==> src/hdl/msfbb_pkg.sv <==
// Shared types and codes of the multi-source frame batch buffer.
package msfbb_pkg;

   localparam logic [2:0] FUNC_STORE_LOCAL    = 3'd0;
   localparam logic [2:0] FUNC_STORE_WIRELESS = 3'd1;
   localparam logic [2:0] FUNC_STATUS         = 3'd2;
   localparam logic [2:0] FUNC_MAKE_BATCH     = 3'd3;
   localparam logic [2:0] FUNC_READ_ENTRY     = 3'd4;
   localparam logic [2:0] FUNC_MARK_UPLOADED  = 3'd5;
   localparam logic [2:0] FUNC_CLEAR_BATCH    = 3'd6;
   localparam logic [2:0] FUNC_READ_DROPS     = 3'd7;

   localparam int unsigned CSR_INDEX_W = 1;
   localparam logic [CSR_INDEX_W-1:0] CSR_ACTIVE_TIMEOUT   = 1'd0;
   localparam logic [CSR_INDEX_W-1:0] CSR_STATUS_INTERVAL  = 1'd1;

   localparam logic [31:0] ACTIVE_TIMEOUT_RESET  = 32'd3000;
   localparam logic [31:0] STATUS_INTERVAL_RESET = 32'd1000;

   typedef enum logic [1:0] {
      ST_IDLE,
      ST_EXEC,
      ST_OUT
   } state_type;

   typedef struct packed {
      logic latch;
      logic exec;
   } cmd_type;

   typedef struct packed {
      logic skip;
   } status_type;

endpackage

==> src/hdl/msfbb_ctrl.sv <==
// Controller state machine of the frame batch buffer.
module msfbb_ctrl (
   input  logic                  clock,
   input  logic                  reset,
   input  logic                  req_valid,
   output logic                  req_stall,
   output logic                  rsp_valid,
   input  logic                  rsp_stall,
   input  msfbb_pkg::status_type status,
   output msfbb_pkg::cmd_type    cmd
);

   msfbb_pkg::state_type state_ff;
   msfbb_pkg::state_type state_in;

   always_ff @(posedge clock) begin
      if (reset) begin
         state_ff <= msfbb_pkg::ST_IDLE;
      end else begin
         state_ff <= state_in;
      end
   end

   always_comb begin
      state_in = state_ff;
      case (state_ff)
         msfbb_pkg::ST_IDLE: begin
            if (req_valid) state_in = msfbb_pkg::ST_EXEC;
         end
         msfbb_pkg::ST_EXEC: begin
            state_in = status.skip ? msfbb_pkg::ST_IDLE : msfbb_pkg::ST_OUT;
         end
         msfbb_pkg::ST_OUT: begin
            if (!rsp_stall) state_in = msfbb_pkg::ST_IDLE;
         end
         default: begin
            state_in = msfbb_pkg::ST_IDLE;
         end
      endcase
   end

   always_comb begin
      cmd.latch = 1'b0;
      cmd.exec  = 1'b0;
      req_stall = 1'b1;
      rsp_valid = 1'b0;
      case (state_ff)
         msfbb_pkg::ST_IDLE: begin
            req_stall = 1'b0;
            cmd.latch = req_valid;
         end
         msfbb_pkg::ST_EXEC: begin
            cmd.exec = 1'b1;
         end
         msfbb_pkg::ST_OUT: begin
            rsp_valid = 1'b1;
         end
         default: begin
            req_stall = 1'b1;
         end
      endcase
   end

endmodule

==> config.mk <==
export PLATFORM = sky130hd
export DESIGN_NAME = msfbb_ctrl
export DESIGN_NICKNAME = d
export VERILOG_FILES = /design/src/hdl/msfbb_pkg.sv /design/src/hdl/msfbb_ctrl.sv
export SDC_FILE = /design/constraint.sdc
export NUM_CORES = 1
export LEC_CHECK = 0
export BUFFER_PORTS_ARGS = -buffer_cell sky130_fd_sc_hd__clkbuf_2
export CELL_PAD_IN_SITES_DETAIL_PLACEMENT = 2
export CELL_PAD_IN_SITES_GLOBAL_PLACEMENT = 2
export CORE_AREA = 4 4 41 43
export CTS_CLUSTER_SIZE = 14
export DETAILED_ROUTE_END_ITERATION = 7
export DIE_AREA = 0 0 45 47
export PLACE_DENSITY = 0.46
export SETUP_SLACK_MARGIN = 0.1
export SYNTH_ARGS = -nofsm -noshare
export SYNTH_HDL_FRONTEND = slang
export SYNTH_SLANG_ARGS = --single-unit
==> constraint.sdc <==
create_clock -name clock -period 1 [get_ports clock]
set_input_delay 0.1 -clock clock [delete_from_list [all_inputs] [get_ports clock]]
set_output_delay 0.1 -clock clock [all_outputs]
set_load 0.005 [all_outputs]
### Word-level counts from Yosys, hierarchy flattened

Index checks and enable logic that the tools add are counted.

* input port bits: 5
* output and inout bits: 4
* flip-flop bits (word level): 2
* logic and storage cells: 15

* equal/unequal tests: 4
* multiplexer cells: 8
* reductions and logical operators: 2

Operator list (number)
* 2-to-1 mux 2 bit: 3
* one-hot mux 2 bit (3 select lines): 1
* 2-to-1 mux 1 bit: 4
* inequality test 2 bit, second input constant: 2
* equality test 2 x 1 -> 1 bit, second input constant: 1
* equality test 2 bit, second input constant: 1
* logical NOT 2 bit: 1
* AND reduction 2 bit: 1

### Longest topological paths before layout

* depth in word-level cells: 3
* gate-level depth with buffers: 2
* mapped depth without buffers: 2

### Least setup slack after synthesis

Ideal clock, no wire load.

* path kind: register to register
* from: register state_ff[1]
* to: register state_ff[1]
* slack: 0.188 ns
* data required time: 0.883 ns
* library setup time: 0.117 ns
* path buffers: 0
* stages on the path, launching flop included: 3
* data arrival time: 0.694 ns
* clock period less this slack: 0.812 ns
* cell sequence: dfxtp_1 > nor2b_1 > a32o_1

* word-level cells in the longest chain between the ends: 3
* elaborated cells on any way between the ends: 7
* classes of those cells: 4 x eq/ne; 1 x mux; 2 x reduce/logical

RTL lines
* start: declaration: RTL line msfbb_ctrl.sv:13 `msfbb_pkg::state_type state_ff;`
* start signal: assignment: RTL line msfbb_ctrl.sv:18 `state_ff <= msfbb_pkg::ST_IDLE;`
* start signal: assignment: RTL line msfbb_ctrl.sv:20 `state_ff <= state_in;`
* equality test 2 bit or logical NOT 2 bit (tied branches): RTL line msfbb_ctrl.sv:26 `case (state_ff)`
* inequality test 2 bit (no source line)
* AND reduction 2 bit (no source line)

Parallel ways exist; a longest one is shown, timed or not.
A chain may end at the register's enable or synchronous reset.

==> impl_metrics.yaml <==
hold_path:
  hold_start: "rsp_stall"
  hp-class: "input port to flip-flop"
  hold_depth: 2
  min_to: "state_ff[1]"
synth:
  synth_area_um2: 95.1
  synthDistinctLibCells: 8
  syn_nets: 15
  synth_cells: 10
  synth-seq-area-share_pct: 42.1
  avgSynthCellArea_um2: 9.51
  yosys_warnings: 0
  yosys_register_bits: 2
sta:
  skew_ns: 0.00170
  period_minus_slack_ns: 1.00
  max_freq_mhz: 999
  fin_crit_sh_pct: 100
  worst_pin_slew_ns: 0.165
  slew_headroom_pct: 88.9
  setup_tns_ns: -0.000761
  hold_violations: 0
  rsz0062_at_grt: "yes"
  drv_slew: 0
  hold_slack_ns: 0.127
  setup_viol: 1
  final.setup.worst_slack_ns: -0.000761
global_route:
  grt_first_pass_wirelength_um: 614
  grt_pass1_vias: 144
  gr-total-overflow: 0
  antenna_found_initial: 0
  grt_max_degree: 5
  grtUsageTotal_pct: 5.12
cells_and_area:
  diodes: 0
  drive_gt1_share_pct: 81.0
  largest_register_ffs: 2
  syn_to_final_growth_pct: 98.7
  fin_nets: 28
  instances_no_fill: 36
  top_regs: "state_ff (2)"
  finish.utilization_pct: 14.5
  regMostFlops: "state_ff"
routing:
  drtIter0Drc: 1
  vias: 114
  drtPass1Iterations: 2
  drt_wl_total_um: 355
  post_drt_wl_per_cell_um: 9.86
  post_drt_via_cell_ratio: 3.17
  drcViolationCount: 0
  final_antenna_net_count: 0
floorplanning:
  start_util_pct: 7.31
  die-area_um2: 2120
  core_area_um2: 1300
  dieWidth_um: 45
  die_h_um: 47
  rows: 13
  num_io_pins: 9
clocking:
  cts.path.max_buffers: 2
  clk_pin_slew_worst_paths_ns: 0.03
  h-tree-depth: 1
  cts_tree: "built"
  clock_latency_ns: 0.22
  cts.sinks: 2
  cts_made_buffers: 3
  root_buffer: "clkbuf_4"
run_status:
  violations: "negative setup slack"
  status: "finished with violations"
critical_path:
  worstPathCellList: "nor3b_2 > clkbuf_2"
  end_kind: "output port"
  reg2reg_depth: 2
  timing.rr.start: "state_ff[1]"
  cp_max_fo: 4
  slowest_stage: "dfxtp_2"
  criticalPathCategory: "flip-flop to output port"
  rr_endpoint: "state_ff[1]"
  arrival_ns: 0.90
  start_kind: "flip-flop"
  critPathRequiredTime_ns: 0.90
  r2r_slack_ns: 0.14
  max_stage_delay_ns: 0.33
placement:
  gp_congestion: 0.539
  io_buffers: 8
  post-dp-hpwl_um: 263
  dpl.cell_count: 33
power_and_ir_drop:
  vdd_drop_max_mv: 0.226
  cellLeakagePower_nw: 0.0945
  p_per_area_nw_per_um2: 1610
  total_power_w: 0.000304
flow_run:
  maxCapViolations: 0
-- worst max path at each step --
| stage | startpoint | end | slack (ns) |
|---|---|---|---|
| 2_1_floorplan | state_ff[1] | state_ff[1] | 0.19 |
| 3_3_place_gp | state_ff[1] | state_ff[1] | 0.16 |
| 3_5_place_dp | state_ff[1] | state_ff[1] | 0.15 |
| 4_1_cts | state_ff[1] | cmd[1] | -0.01 |
| 5_1_grt | state_ff[1] | cmd[1] | -0.09 |
| 6_report | state_ff[1] | cmd[1] | -0.0008 |
-- kinds of logic (layout without fill, tap and decap cells) --
kind of cell           after synthesis  after routing  share of synthesized area (%)
AOI/OAI and AO/OA                    1              1                           10.5
buffers and inverters                1             12                           3.94
DFF                                  2              2                           42.1
and+or+nand+nor                      6              6                           43.4
-- synthesized netlist by cell type (all sizes together) --
cell   number  area (µm²)
or2         1        6.26
nor2b       2        12.5
nor2        1        3.75
nor3b       1        12.5
inv         1        3.75
a32o        1        10.0
and2        1        6.26
dfxtp       2        40.0
-- power breakdown --
part | internal, W | switching (W) | leakage [nW] | total [W]
Sequential | 0.0000840 | 0.00000535 | 0.0175 | 0.0000893
Combinational | 0.0000245 | 0.0000148 | 0.0632 | 0.0000393
Clock | 0.000132 | 0.0000435 | 0.0138 | 0.000176
-- layer usage --
layer | share of wire (%) | routed length [µm] | global-route usage (%) | vias up
met1 | 39 | 140 | 3.61 | 50
met5 | 0 | 0 | 0 | -
met2 | 40 | 143 | 6.21 | 7
met3 | 17 | 60 | 4.60 | 2
li1 | - | - | - | 55
met4 | 3.1 | 11 | 8.77 | 0
-- worst max-delay path, delay by kind of cell (launching register included) --
| kind | cells | cell delay, ns |
|---|---|---|
| and+or+nand+nor | 1 | 0.21 |
| DFF | 1 | 0.33 |
| buffers and inverters | 1 | 0.15 |
-- through the flow --
step | area, µm² | worst slack [ns]
after CTS | 186 | -0.0142
after floorplan | 95.1 | 0.188
after global routing | 189 | -0.0862
after global placement | 154 | 0.164
final | 189 | -0.000761
after detailed placement | 154 | 0.153
-- cell type report --
type                            count  area, µm²
Tap cell                           15       18.8
Timing Repair Buffer                8       40.0
Fill cell                         164       1110
Clock buffer                        3       22.5
Inverter                            1       3.75
Sequential cell                     2       45.0
Multi-Input combinational cell      7       58.8
-- repair_timing --
item | 4_1_cts | 5_1_grt
buffers inserted | 0 | 0
pin swaps | 1 | 1
hold buffers | 0 | 0
cloned | 0 | 0
resized for setup | 5 | 1
endpoints found under the setup margin | 4 | 4
-- cell usage in the layout, fill, tap and decap left out --
cell type,netlist,final
clkbuf_2,0,8
dfxtp_2,0,1
nor2b_2,0,2
or2_4,0,1
nor2_1,1,1
dfxtp_4,0,1
a32o_1,1,1
and2_1,1,1
nor3b_2,1,1
clkbuf_4,0,3
inv_1,1,1
(Power assumes the default switching activity.)
